[src/hw/rtl/spa_pkg.sv]
package spa_pkg;

   // defaults for the top-level parameters
   localparam int NUM_SLABS_DEF   = 16;
   localparam int MAX_PIECES_DEF  = 256;
   localparam int NUM_CLASSES_DEF = 6;

   // field and register widths
   localparam int OP_W        = 1;
   localparam int REQ_BYTES_W = 16;
   localparam int OFFSET_W    = 18;
   localparam int CLASS_W     = 15;
   localparam int PAGES_W     = 3;
   localparam int COUNT_W     = 5;
   localparam int CSR_IDX_W   = 3;
   localparam int CSR_DATA_W  = 15;

   // geometry
   localparam int PAGE_SHIFT = 12;
   localparam int MIN_CLASS  = 64;
   localparam int MAX_PAGES  = 4;
   localparam logic [PAGES_W-1:0] PAGES_RST = 3'd1;
   localparam logic [COUNT_W-1:0] COUNT_RST = 5'd16;

   // bitmap word
   localparam int BMP_WORD_W = 32;
   localparam int BMP_BIT_W  = 5;

   // shared divider
   localparam int DIV_N_W   = 18;
   localparam int DIV_D_W   = 15;
   localparam int DIV_CNT_W = 5;

   // register indexes
   localparam logic [CSR_IDX_W-1:0] CSR_SLAB_PAGES = 3'd0;
   localparam logic [CSR_IDX_W-1:0] CSR_SLAB_COUNT = 3'd1;
   localparam int                   CSR_CLASS_BASE = 2;

   // opcodes
   localparam logic [OP_W-1:0] OP_ALLOC = 1'b0;
   localparam logic [OP_W-1:0] OP_FREE  = 1'b1;

   typedef struct packed {
      logic [OP_W-1:0]        op;
      logic [REQ_BYTES_W-1:0] request_bytes;
      logic [OFFSET_W-1:0]    free_offset;
   } req_type;

   typedef struct packed {
      logic                ok;
      logic [OFFSET_W-1:0] piece_offset;
      logic                slab_released;
   } rsp_type;

   typedef struct packed {
      logic               start;
      logic [DIV_N_W-1:0] dividend;
      logic [DIV_D_W-1:0] divisor;
   } div_req_type;

   typedef struct packed {
      logic               done;
      logic [DIV_N_W-1:0] quotient;
      logic [DIV_D_W-1:0] remainder;
   } div_rsp_type;

   typedef enum logic [4:0] {
      ST_IDLE,
      ST_PICK,
      ST_NDIV,
      ST_SLAB_RD,
      ST_SLAB_CHK,
      ST_WORD_RD,
      ST_WORD_CHK,
      ST_CLAIM,
      ST_CLEAR,
      ST_MUL,
      ST_ADONE,
      ST_F_SDIV,
      ST_F_CLS_RD,
      ST_F_CLS_CHK,
      ST_F_PDIV,
      ST_F_NDIV,
      ST_F_BIT_RD,
      ST_F_BIT_WR,
      ST_F_SCAN_RD,
      ST_F_SCAN_CHK,
      ST_F_REL
   } state_type;

   // lowest set bit of a bitmap word
   function automatic logic [BMP_BIT_W-1:0] first_set(input logic [BMP_WORD_W-1:0] v);
      logic [BMP_BIT_W-1:0] idx;
      idx = '0;
      for (int b = BMP_WORD_W - 1; b >= 0; b--) begin
         if (v[b]) begin
            idx = BMP_BIT_W'(b);
         end
      end
      return idx;
   endfunction

endpackage

[src/hw/rtl/spa_bitmap.sv]
// piece-used bitmap, one 32-bit word per address, single port
module spa_bitmap #(
   parameter int ADDR_W = 4
) (
   input  logic                           clock,
   input  logic [ADDR_W-1:0]              addr,
   input  logic                           we,
   input  logic [spa_pkg::BMP_WORD_W-1:0] wdata,
   output logic [spa_pkg::BMP_WORD_W-1:0] rdata
);

   localparam int DEPTH = 1 << ADDR_W;

   logic [spa_pkg::BMP_WORD_W-1:0] mem [DEPTH];
   logic [spa_pkg::BMP_WORD_W-1:0] rdata_ff;

   always_ff @(posedge clock) begin
      if (we) begin
         mem[addr] <= wdata;
      end
      rdata_ff <= mem[addr];
   end

   assign rdata = rdata_ff;

endmodule

[config.mk]
export PLATFORM = sky130hd
export DESIGN_NAME = spa_bitmap
export DESIGN_NICKNAME = d
export VERILOG_FILES = /design/src/hw/rtl/spa_pkg.sv /design/src/hw/rtl/spa_bitmap.sv
export SDC_FILE = /design/constraint.sdc
export NUM_CORES = 1
export LEC_CHECK = 0
export ABC_AREA = 1
export BUFFER_PORTS_ARGS = -buffer_cell sky130_fd_sc_hd__buf_2
export CAP_MARGIN = 10
export CORE_MARGIN = 1.5
export CORE_UTILIZATION = 60
export CTS_CLUSTER_SIZE = 12
export DETAILED_ROUTE_END_ITERATION = 16
export PLACE_DENSITY = 0.84
export SYNTH_ARGS = -nofsm -noshare
export SYNTH_HDL_FRONTEND = slang
export SYNTH_SLANG_ARGS = --single-unit
[constraint.sdc]
create_clock -name clock -period 4.3 [get_ports clock]
set_input_delay 0.43 -clock clock [delete_from_list [all_inputs] [get_ports clock]]
set_output_delay 0.43 -clock clock [all_outputs]
set_load 0.05 [all_outputs]
==> impl_results.rst <==
.. list-table::
   :header-rows: 1

   * - Metric
     - Value
   * - Crit path cell chain
     - buf_6, inv_6, nand3_1, nor2_4
   * - I/O pin count
     - 70
   * - 1st-pass router iterations
     - 7
   * - Remaining Overflow, GRT
     - 0
   * - Number of storage elements in the synthesis netlist
     - about 540
   * - Number of placement rows
     - 70
   * - Type of the worst setup path
     - in2reg
   * - Nature of the critical path startpoint
     - primary input
   * - Highest routed metal layer
     - met4
   * - Worst-margin pin slew
     - 1240 ps
   * - Worst path arrival time
     - 2830 ps
   * - Count of H-tree levels built during CTS
     - 2
   * - Die Y-Extent
     - 195 microns
   * - Warning count from the yosys run
     - 0
   * - Die Width
     - ~200 microns
   * - Sort of element at the end of the critical path
     - register
   * - Buffers on Ports
     - 69
   * - Final period utilization
     - 0.612
   * - Leakage Power
     - 10.4 nW
   * - Final-report max-slew violation count
     - 0
   * - Post-synthesis cell area
     - 22200 sq um
   * - Number of DRC violations after detailed-routing iteration 0
     - about 1800
   * - CTS-repair resized insts
     - 0
   * - Detailed-routed wire length on met2
     - 23900 microns
   * - Vias in the first global route
     - ~14000
   * - Timing-limited maximum frequency
     - 0.380 GHz
   * - Area of the die
     - 38200 sq um
   * - Post-DP HPWL
     - between 20000 and 30000 microns
   * - CTS Root Cell
     - sky130_fd_sc_hd__clkbuf_16
   * - CTS tree
     - built
   * - Biggest cell delay along the critical path
     - 990 ps
   * - Vias per Instance
     - 5.45
   * - Overall power
     - around 11 mW
   * - Clock latency reported for the late side of the worst-skew pair
     - 610 ps
   * - Number of clock sinks
     - 544
   * - Power per Cell Area
     - 454 nW/um^2
   * - Syn_area_per_cell
     - 10.5 sq um
   * - Core Region
     - 36500 sq um
   * - Final worst setup slack
     - 1670 ps
   * - Final total negative setup slack
     - 0 ps
   * - Min cycle time layout
     - 2630 ps
   * - Number of hold buffers added after cts
     - 0
   * - Crit-path max FO
     - 83
   * - Synth Net Count
     - 2151
   * - Worst-path cell with the longest stage delay
     - sky130_fd_sc_hd__nor2_4
   * - Number of diodes
     - 0
   * - Synth Instances
     - roughly 2100
   * - Layout net count
     - 2201
   * - Number of buffers on the longest clock path
     - 3
   * - Detailed-route wire length per cell
     - about 18 microns
   * - Distinct cells, synth
     - 13
   * - Share of layout cells above drive strength 1
     - 0.0816
   * - Max-Cap Viols
     - 0
   * - Gpl congestion
     - 0.820
   * - Post-detailed-routing wire length
     - 48500 microns
   * - Max-Slew Margin vs Limit
     - 0.170
   * - Path type of the worst min-delay path
     - in2reg
   * - Required time at the worst-slack endpoint
     - 4500 ps
   * - Wire length of the first global-routing pass
     - ~76000 microns
   * - Max Clock Skew
     - a little over 20 ps
   * - Final setup fails
     - 0
   * - DRC violations left
     - 0
   * - Initial Util
     - 0.608
   * - Pin count of the biggest net entering global routing
     - 188
   * - Register clock-pin slew on the reported worst setup and hold paths
     - 60 ps
   * - Remaining antenna violation count
     - 0
   * - Max IR drop VDD
     - 346 uV
   * - Result of the run
     - complete, no violations
   * - Buffers inserted during post-CTS setup optimization
     - 0
   * - Met3 Routed Length
     - 4720 microns
   * - Pre-CTS setup slack
     - 1140 ps
   * - Final hold vios
     - 0
   * - Part of the Yosys area used for sequential elements
     - 0.721
   * - Layout overhead on the synthesized area
     - 10.1%
   * - Number of antenna violations at the first check in global routing
     - 0
   * - Total via count after detailed routing
     - 14570
   * - Number of CTS-inserted buffers
     - 54
   * - Global-route usage over all layers
     - 0.259
   * - Met1 routed wirelength after detailed routing
     - 18500 microns
   * - Unrepaired setup endpoints after global routing
     - no
cell families after synthesis:
group | Yosys count | synth area share
buffers and inverters | 169 | 0.0422
AND/OR/NAND/NOR | 1400 | 0.237
flip-flops | 544 | 0.721
placed cells by master, fill, tap and decap left out, types with 2 or more instances in the layout:
| master | n |
|---|---|
| sky130_fd_sc_hd__buf_12 | 2 |
| sky130_fd_sc_hd__nor2_4 | 18 |
| sky130_fd_sc_hd__inv_1 | 69 |
| sky130_fd_sc_hd__nand3_1 | 4 |
| sky130_fd_sc_hd__buf_4 | 21 |
| sky130_fd_sc_hd__clkinv_2 | 4 |
| sky130_fd_sc_hd__clkbuf_8 | 4 |
| sky130_fd_sc_hd__edfxtp_1 | 512 |
| sky130_fd_sc_hd__clkbuf_16 | 54 |
| sky130_fd_sc_hd__inv_6 | 3 |
| sky130_fd_sc_hd__dfxtp_1 | 32 |
| sky130_fd_sc_hd__buf_2 | 67 |
| sky130_fd_sc_hd__nand2_1 | 1378 |
| sky130_fd_sc_hd__clkbuf_1 | 30 |
state kept, by name, summed over array words and instances (netlist names):
| signal | count |
|---|---|
| mem | 512 |
| rdata | 32 |
power by group:
group	leakage [nW]	internal (mW)	switching, mW
combinational	4.70	0.178	0.614
sequential	4.89	5.93	0.0326
clock	0.781	2.47	1.87
synthesized netlist by cell type, drive strengths merged:
library cell / count / area share
nand2: 1378 / 0.23
nand3: 4 / 0.00090
dfxtp: 32 / 0.029
inv: 71 / 0.012
edfxtp: 512 / 0.69
nor2: 18 / 0.0030
clkbuf: 10 / 0.0017
buf: 88 / 0.028
final cells by class:
type                            instances  area, sq um
Inverter                               71          274
Multi-Input combinational cell       1400         5400
Fill cell                            2479        12100
Clock inverter                         11          104
Tap cell                              468          586
Timing Repair Buffer                   92          572
Clock buffer                           88         1520
Sequential cell                       544        16000
path summary, 6_finish.rpt:
check | startpoint | endpoint | slack, ps | cells after the start
max | addr[0] | mem[8][15] | 1670 | 4
min | wdata[18] | mem[13][18] | 220 | 1
max reg2reg | mem[3][20] | rdata[20] | 3190 | 8
min reg2reg | mem[6][12] | rdata[12] | 700 | 8
through the flow:
stage	area [sq um]	hold slack (ps)	std cells	util
6_report	24500	225	2674	0.670
5_1_grt	24500	220	2674	0.670
4_1_cts	24400	197	2673	0.669
3_5_place_dp	22800	680	2574	0.625
3_3_place_gp	22800	682	2574	0.625
2_1_floorplan	22200	529	2113	-
metal layers:
metal | vias to the layer above | global-route usage
met4 | 0 | 0.104
met2 | 778 | 0.435
met5 | - | 0
met1 | 6835 | 0.342
li1 | 6853 | -
met3 | 104 | 0.0385
critical path, delay by kind of cell:
family,cells,cell delay [ps]
buffers and inverters,2,790
and+or+nand+nor,2,1450
(Power assumes the default switching activity.)
