File: src/hw/rtl/spa_pkg.sv
package spa_pkg;

   // defaults for the top-level parameters
   localparam int NUM_SLABS_DEF   = 16;
   localparam int MAX_PIECES_DEF  = 256;
   localparam int NUM_CLASSES_DEF = 6;

   // field and register widths
   localparam int OP_W        = 1;
   localparam int REQ_BYTES_W = 16;
   localparam int OFFSET_W    = 18;
   localparam int CLASS_W     = 15;
   localparam int PAGES_W     = 3;
   localparam int COUNT_W     = 5;
   localparam int CSR_IDX_W   = 3;
   localparam int CSR_DATA_W  = 15;

   // geometry
   localparam int PAGE_SHIFT = 12;
   localparam int MIN_CLASS  = 64;
   localparam int MAX_PAGES  = 4;
   localparam logic [PAGES_W-1:0] PAGES_RST = 3'd1;
   localparam logic [COUNT_W-1:0] COUNT_RST = 5'd16;

   // bitmap word
   localparam int BMP_WORD_W = 32;
   localparam int BMP_BIT_W  = 5;

   // shared divider
   localparam int DIV_N_W   = 18;
   localparam int DIV_D_W   = 15;
   localparam int DIV_CNT_W = 5;

   // register indexes
   localparam logic [CSR_IDX_W-1:0] CSR_SLAB_PAGES = 3'd0;
   localparam logic [CSR_IDX_W-1:0] CSR_SLAB_COUNT = 3'd1;
   localparam int                   CSR_CLASS_BASE = 2;

   // opcodes
   localparam logic [OP_W-1:0] OP_ALLOC = 1'b0;
   localparam logic [OP_W-1:0] OP_FREE  = 1'b1;

   typedef struct packed {
      logic [OP_W-1:0]        op;
      logic [REQ_BYTES_W-1:0] request_bytes;
      logic [OFFSET_W-1:0]    free_offset;
   } req_type;

   typedef struct packed {
      logic                ok;
      logic [OFFSET_W-1:0] piece_offset;
      logic                slab_released;
   } rsp_type;

   typedef struct packed {
      logic               start;
      logic [DIV_N_W-1:0] dividend;
      logic [DIV_D_W-1:0] divisor;
   } div_req_type;

   typedef struct packed {
      logic               done;
      logic [DIV_N_W-1:0] quotient;
      logic [DIV_D_W-1:0] remainder;
   } div_rsp_type;

   typedef enum logic [4:0] {
      ST_IDLE,
      ST_PICK,
      ST_NDIV,
      ST_SLAB_RD,
      ST_SLAB_CHK,
      ST_WORD_RD,
      ST_WORD_CHK,
      ST_CLAIM,
      ST_CLEAR,
      ST_MUL,
      ST_ADONE,
      ST_F_SDIV,
      ST_F_CLS_RD,
      ST_F_CLS_CHK,
      ST_F_PDIV,
      ST_F_NDIV,
      ST_F_BIT_RD,
      ST_F_BIT_WR,
      ST_F_SCAN_RD,
      ST_F_SCAN_CHK,
      ST_F_REL
   } state_type;

   // lowest set bit of a bitmap word
   function automatic logic [BMP_BIT_W-1:0] first_set(input logic [BMP_WORD_W-1:0] v);
      logic [BMP_BIT_W-1:0] idx;
      idx = '0;
      for (int b = BMP_WORD_W - 1; b >= 0; b--) begin
         if (v[b]) begin
            idx = BMP_BIT_W'(b);
         end
      end
      return idx;
   endfunction

endpackage

File: src/hw/rtl/spa_divider.sv
// restoring divider, one quotient bit per cycle
module spa_divider (
   input  logic                 clock,
   input  logic                 reset,
   input  spa_pkg::div_req_type div_req,
   output spa_pkg::div_rsp_type div_rsp
);

   logic                            run_ff, run_in;
   logic                            done_ff, done_in;
   logic [spa_pkg::DIV_CNT_W-1:0]   cnt_ff, cnt_in;
   logic [spa_pkg::DIV_N_W-1:0]     quo_ff, quo_in;
   logic [spa_pkg::DIV_D_W-1:0]     rem_ff, rem_in;
   logic [spa_pkg::DIV_D_W-1:0]     dvs_ff, dvs_in;
   logic [spa_pkg::DIV_D_W:0]       trial;
   logic                            ge;

   assign trial = {rem_ff, quo_ff[spa_pkg::DIV_N_W-1]};
   assign ge    = (trial >= {1'b0, dvs_ff});

   always_comb begin
      run_in  = run_ff;
      done_in = 1'b0;
      cnt_in  = cnt_ff;
      quo_in  = quo_ff;
      rem_in  = rem_ff;
      dvs_in  = dvs_ff;
      if (div_req.start) begin
         run_in = 1'b1;
         cnt_in = spa_pkg::DIV_CNT_W'(spa_pkg::DIV_N_W);
         quo_in = div_req.dividend;
         rem_in = '0;
         dvs_in = div_req.divisor;
      end else if (run_ff) begin
         quo_in = {quo_ff[spa_pkg::DIV_N_W-2:0], ge};
         rem_in = ge ? spa_pkg::DIV_D_W'(trial - {1'b0, dvs_ff})
                     : trial[spa_pkg::DIV_D_W-1:0];
         cnt_in = cnt_ff - spa_pkg::DIV_CNT_W'(1);
         if (cnt_ff == spa_pkg::DIV_CNT_W'(1)) begin
            run_in  = 1'b0;
            done_in = 1'b1;
         end
      end
   end

   always_ff @(posedge clock) begin
      if (reset) begin
         run_ff  <= 1'b0;
         done_ff <= 1'b0;
         cnt_ff  <= '0;
      end else begin
         run_ff  <= run_in;
         done_ff <= done_in;
         cnt_ff  <= cnt_in;
      end
   end

   always_ff @(posedge clock) begin
      quo_ff <= quo_in;
      rem_ff <= rem_in;
      dvs_ff <= dvs_in;
   end

   assign div_rsp.done      = done_ff;
   assign div_rsp.quotient  = quo_ff;
   assign div_rsp.remainder = rem_ff;

endmodule

File: config.mk
export PLATFORM = sky130hd
export DESIGN_NAME = spa_divider
export DESIGN_NICKNAME = d
export VERILOG_FILES = /design/src/hw/rtl/spa_pkg.sv /design/src/hw/rtl/spa_divider.sv
export SDC_FILE = /design/constraint.sdc
export NUM_CORES = 1
export LEC_CHECK = 0
export ABC_AREA = 0
export BUFFER_PORTS_ARGS = -buffer_cell sky130_fd_sc_hd__buf_2
export CAP_MARGIN = 30
export CORE_MARGIN = 5
export CORE_UTILIZATION = 49
export CTS_CLUSTER_DIAMETER = 60
export DETAILED_ROUTE_END_ITERATION = 16
export HOLD_SLACK_MARGIN = 0.06
export MAX_ROUTING_LAYER = met4
export PLACE_DENSITY = 0.73
export SYNTH_ARGS = -nofsm -noshare
export SYNTH_HDL_FRONTEND = slang
export SYNTH_SLANG_ARGS = --single-unit
File: constraint.sdc
create_clock -name clock -period 2.32 [get_ports clock]
set_input_delay 0.232 -clock clock [delete_from_list [all_inputs] [get_ports clock]]
set_output_delay 0.232 -clock clock [all_outputs]
set_load 0.005 [all_outputs]
==> metrics, run 1 <==
Post-Synth XOR/XNOR Area 0.0341; Slew headroom 0.612; number of flops mapped to enable cells by yosys 33; Pwr Density 611 mW/mm2; largest net degree at the start of global routing 29; switching share of power 0.273; routed wire length per instance 16.2 um; die extent in y 89.3 um; Critical Path Fanout Max 5; number of diodes 0; TNS Setup 0 ps; first-pass GRT wire length 12,000 um; clock power share 0.287; Post-Synth Simple-Gate Area 0.132; max incr delay on CP 420 ps; CTS Buffer Depth 2; Reg clk slew, reported paths 110 ps; Net Count, Synth 353; post-synth top area cell edfxtp_1; worst slew pin tran 582 ps; fmax 431 MHz; cells along the critical path inv_1 -> ha_2 -> fa_2 -> and2b_2 -> o21a_1 -> nor3_2 -> o21a_2 -> or3_4 -> o211ai_1; initial drt markers 204; Worst setup startpoint quo_ff[17]; # fillers 495; Seq pwr share 0.492; combinational family with the most area after synthesis compound AO/OA/AOI/OAI gates; Via Count 2,643; I/O Buffers 69; HPWL Detailed 5730 um; most common cell in the synthesized netlist edfxtp_1; Hold Path Origin div_req[6]; number of global-route vias before repair 2,618; Hold Buf Count CTS 0; Non-Filler Instances 464; Post-Route Skew 11.8 ps; share of cells above drive strength 1 0.360; GP Congestion 0.918; status finished clean; Slew Limit Fails 0; Crit-path slowest cell or3_4; R2R depth 9; minimum clock period after layout 2320 ps; RSZ-0062 raised after global routing true; Chip Width 89.3 um; IO Count 70; Cell Int Power 1.71 mW; FF+latch count, synth 55; die area 0.00798 mm2; TritonCTS clock tree built; Fin. Hold Viols 0; Tot GR Track Use 0.200; Worst EP arrival 2550 ps; Setup CP Type register to register; worst-skew pair later-pin latency 310 ps; Seq/Total Area, Yosys 0.464; Area Growth Syn to Fin 24.7%; number of nets in the layout 442; Post-route DRC 0; Syn. warnings 0; post-layout util 0.638; Synth Instances 299; Max IR drop VDD 0.334 mV; worst min-delay path category input pin to register; mapped cell area 0.00308 mm2; CP Capture Type register; Starting Density 0.511; synth cell count leaders edfxtp_1 (33), nand2_1 (23), dfxtp_1 (22), inv_1 (20), nor2_1 (20); required time of the critical path 2550 ps; Pleak 1.72 nW; cell count after placement 454; Avg Synthesized Cell Area 10.3 um2; vias per cell 5.70; Hold Crit Depth 1; core area 0.00603 mm2; compound-cell area share of the yosys netlist 0.182; synth top area cells edfxtp_1 (32%), dfxtp_1 (14%), ha_1 (6.9%); Num CTS Buffers 5; r2r startpoint quo_ff[17]; Final Setup Violations 0; initial antenna violation count 0; Clock Sink Count 55; Max-Cap Viols 0; post-synth top area share 0.322; Adder-Cell Fraction of Synth Area 0.0755; DR pass1 iterations 4; CP Launch Type register; Psw 641 uW; Post-synth ARST share 0; Primary FF master, synth edfxtp_1; Final ANT Viol Nets 0; CTS root buf clkbuf_8; H-tree levels 2; Logic pwr share 0.221; post-synthesis mux area share 0.0658; row count 28; post-synthesis cell type count 52; fin crit share 0.999; routed wire length 7530 um; remaining global-route overflow 0
## area by class of cell
cell class	instances	area, um2	area share
multi-input cells	210	1570	0.408
flip-flops and latches	55	1430	0.372
repair buffers	96	552	0.144
clock buffers	7	119	0.0309
well taps	75	93.8	0.0244
inverters	20	75.1	0.0195
clock inverters	1	6.26	0.00163
## through the flow
step	total power [mW]	worst slack [ps]	area [um2]	hold WS, ps
finish	2.35	1.94	3840	83.9
global route	2.47	-127	3840	73.8
CTS	2.35	0.752	3790	75.3
detailed placement	1.67	-116	3640	410
global placement	1.66	-1.34	3640	408
floorplan	1.48	19.4	3080	304
## layout by cell type, fill, tap and decap left out, types with 3 or more instances in the layout
cell	n
nor2_1	20
buf_4	26
and3_1	6
a211oi_1	3
a211oi_2	5
a311oi_1	4
o211ai_1	6
buf_2	69
inv_1	20
a21o_1	7
nor3_1	4
a21oi_1	13
edfxtp_1	33
clkbuf_8	5
xnor2_1	6
o31ai_1	4
nor2b_1	3
or3_1	5
nand2_1	23
xor2_1	6
nand3_1	7
o21ai_0	15
ha_1	16
dfxtp_1	22
mux2_2	18
## state kept, by name, summed over array words and instances (netlist names)
signal and cells:
cnt_ff 5, rem_ff 15, quo_ff 18, done_ff 1, dvs_ff 15, run_ff 1
## final timing paths
check	to	slack, ps
worst max-delay path	rem_ff[14]	2
worst min-delay path	dvs_ff[6]	80
worst max register to register	rem_ff[14]	2
worst min register to register	rem_ff[1]	510
## logic make-up (layout without fill, tap and decap cells)
family | Yosys count | in the layout
multiplexers | 18 | 18
buffers and inverters | 34 | 124
AO/OA/AOI/OAI | 80 | 80
XOR/XNOR | 12 | 12
adder cells (fa/ha/maj) | 18 | 18
flip-flops | 55 | 55
AND/OR/NAND/NOR | 82 | 82
## metal layers
layer | vias up | part of all wire | global-route usage | wire length [um]
met5 | - | 0 | - | 0
met4 | 0 | 0.018 | 0.0514 | 137
met3 | 15 | 0.067 | 0.0387 | 506
met2 | 106 | 0.47 | 0.346 | 3570
met1 | 1242 | 0.44 | 0.240 | 3320
li1 | 1280 | - | - | -
## repair_timing
action                     in CTS  in global routing
buffers inserted                2                  0
setup endpoints to repair       8                 15
pin swaps                       4                  8
gates resized for setup         3                 14
hold endpoints to repair        0                  0
## critical path: cells and delay by family, from the launching register on
family / cells / cell delay, ps
buffers and inverters: 1 / 50
AOI/OAI and AO/OA: 3 / 580
DFF: 1 / 360
and+or+nand+nor: 3 / 730
adders and majority gates: 2 / 530
## power by group through the flow
stage               clock network [mW]  registers [mW]  logic (mW)
global placement                     0            1.18       0.482
finish                           0.673            1.16       0.519
floorplan                            0            1.18       0.302
CTS                              0.695            1.16       0.501
detailed placement                   0            1.18       0.492
global route                     0.731            1.17       0.573
Note: power is estimated with default switching activity, not from simulation.
==> run 2, diff against run 1 <==
--- a/config.mk
+++ b/config.mk
@@ -8,13 +8,15 @@
 export ABC_AREA = 0
 export BUFFER_PORTS_ARGS = -buffer_cell sky130_fd_sc_hd__buf_2
 export CAP_MARGIN = 30
+export CELL_PAD_IN_SITES_DETAIL_PLACEMENT = 0
+export CELL_PAD_IN_SITES_GLOBAL_PLACEMENT = 2
 export CORE_MARGIN = 5
-export CORE_UTILIZATION = 49
+export CORE_UTILIZATION = 30
 export CTS_CLUSTER_DIAMETER = 60
 export DETAILED_ROUTE_END_ITERATION = 16
 export HOLD_SLACK_MARGIN = 0.06
 export MAX_ROUTING_LAYER = met4
-export PLACE_DENSITY = 0.73
+export PLACE_DENSITY = 0.72
 export SYNTH_ARGS = -nofsm -noshare
 export SYNTH_HDL_FRONTEND = slang
 export SYNTH_SLANG_ARGS = --single-unit
==> run 2 against run 1 <==
Compared with the run above:
- the flow now finishes with violations (setup timing)
- flip-flop and latch count stayed put
- register-to-register slack got worse by 30 ps
- via count fell by 2.1%
- sequential power is essentially flat
- global-route usage down 6.1 points
- count of clock-buffer cells in the layout decreased by 2
- combinational power grew 8.5%
- first-iteration DRC count is 42% lower
- maximum frequency is 1.3% lower
- clock power is 14% lower
- clock skew decreased by 0.75 ps
- final cell count increased by 16%
- largest cell class unchanged
- highest routed layer unchanged
==> metrics, run 2 (same netlist as run 1, synthesis figures left out) <==
fmax 426 MHz (-1.3%); row count 37 (+32%); Via Count 2,588 (-2.1%); Clock Sink Count 55 (unchanged); Most flops, register quo_ff; fin crit share 1.01 (+0.0135); number of global-route vias before repair 2,659 (+1.6%); Slew Limit Fails 0 (unchanged); Critical Path Fanout Max 6 (+1); status complete, but fails checks; Final ANT Viol Nets 0 (unchanged); Starting Density 0.303 (-0.209); number of nets in the layout 455 (+2.9%); core area 0.0102 mm2 (+69%); Chip Width 111 um (+25%); most common cell after layout, fill and taps aside buf_2; max FFs per register 18 (unchanged); # fillers 1,078 (+120%); biggest regs quo_ff (18), dvs_ff (15), rem_ff (15); Tot GR Track Use 0.139 (-0.0610); CTS Buffer Depth 2 (unchanged); worst-skew pair later-pin latency 320 ps (about the same); CP Capture Type register; die area 0.0124 mm2 (+55%); Pleak 1.78 nW (+3.0%); GRT Max-Usage Layer met2; commonest cells after routing, fill and taps aside buf_2 (69), buf_4 (39), edfxtp_1 (33), nand2_1 (22), dfxtp_1 (22); worst slew pin tran 515 ps (-67.3 ps); Setup CP Type register to register; IO Count 70 (unchanged); worst min-delay path category input pin to register; initial antenna violation count 0 (unchanged); r2r startpoint quo_ff[17]; largest net degree at the start of global routing 23 (-21%); Post-Route Skew 11.1 ps (-0.748 ps); DR pass1 iterations 4 (unchanged); Max IR drop VDD 0.275 mV (-18%); HPWL Detailed 6440 um (+12%); met1 Use GR 0.197 (-0.0430); I/O Buffers 69 (unchanged); Worst setup startpoint quo_ff[17]; Crit-path slowest cell or3_4; minimum clock period after layout 2350 ps (+31.2 ps); met3 usage 0.0223 (-0.0164); Pwr Density 572 mW/mm2 (-6.4%); required time of the critical path 2570 ps (+20 ps); TNS Setup -71.1 ps (-71.1 ps); die extent in y 111 um (+25%); cells along the critical path inv_1 -> ha_2 -> fa_2 -> and2b_2 -> o21a_1 -> nor3_2 -> o21a_2 -> or3_4 -> o211ai_1; Slew headroom 0.657 (+0.0448); Fin. Hold Viols 0 (unchanged); initial drt markers 119 (-42%); GP Congestion 0.848 (-7.6%); Num CTS Buffers 5 (unchanged); failing checks setup timing; Place WS -82.8 ps (+33.1 ps); met2 usage 0.213 (-0.134); number of diodes 0 (unchanged); Worst EP arrival 2600 ps (+50 ps); routed wire length per instance 15.8 um (-2.8%); Max-Cap Viols 0 (unchanged); vias per cell 4.81 (-16%); first-pass GRT wire length 13,700 um (+14%); Reg clk slew, reported paths 120 ps (about the same); share of cells above drive strength 1 0.398 (+0.0381); Final Setup Violations 4 (+4); H-tree levels 2 (unchanged); Area Growth Syn to Fin 30.3%; RSZ-0062 raised after global routing true; remaining global-route overflow 0 (unchanged); max incr delay on CP 400 ps (-20 ps); Post-route DRC 0 (unchanged); setup ws final -29.3 ps (-31.2 ps); Hold Path Origin div_req[7]; CTS root buf clkbuf_8; routed wire length 8480 um (+13%); TritonCTS clock tree built; CP Launch Type register
run 2: cell types whose count changed in the layout (fill, tap and decap cells not counted), sizes merged:
cell,previous run,this run
buf,96,109
clkbuf,7,5
clkinv,0,1
clkinvlp,0,1
run 2: metal layers:
metal	vias to the layer above	share of wire
met1	1239	0.51
met2	40	0.45
met3	4	0.030
met4	0	0.0065
li1	1305	-
met5	-	0
run 2: worst max-delay path, delay by kind of cell (launching register included):
| family | cells | cell delay (ps) |
|---|---|---|
| fa+ha+maj | 2 | 520 |
| buf+inv | 1 | 50 |
| simple gates | 3 | 710 |
| compound gates | 3 | 620 |
| flops | 1 | 380 |
run 2: report_power, final:
group          switching, mW  total (mW)  internal (mW)
Combinational          0.296       0.563          0.267
Clock                  0.356       0.576          0.219
Sequential            0.0401        1.16           1.12
run 2: path summary, 6_finish.rpt:
check	endpoint	slack (ps)	depth (start not counted)
worst max register to register	rem_ff[7]	-30	9
worst min register to register	rem_ff[13]	510	2
worst min-delay path	dvs_ff[7]	80	1
worst max-delay path	rem_ff[7]	-30	9
run 2: area by class of cell:
class | instances | area [um2] | area share
clock buffers | 5 | 68.8 | 0.0171
clock inverters | 3 | 23.8 | 0.00592
inverters | 20 | 75.1 | 0.0187
multi-input cells | 210 | 1600 | 0.398
flip-flops and latches | 55 | 1430 | 0.356
well taps | 136 | 170 | 0.0424
repair buffers | 109 | 649 | 0.162
run 2: per-stage QoR:
stage | utilization | instance area (um2) | total power, mW | hold WS [ps] | cells
2_1_floorplan | - | 3080 | 1.48 | 304 | 299
3_3_place_gp | 0.372 | 3790 | 1.70 | 410 | 525
3_5_place_dp | 0.372 | 3790 | 1.70 | 411 | 525
4_1_cts | 0.386 | 3930 | 2.29 | 73.4 | 534
5_1_grt | 0.394 | 4020 | 2.43 | 62.8 | 538
6_report | 0.394 | 4020 | 2.30 | 75.4 | 538
run 2: what timing repair did:
action,in CTS,in global routing
gates cloned,0,1
buffers inserted,1,3
hold buffers,0,0
pin swaps,5,10
resized for setup,9,21
setup endpoints to repair,12,16
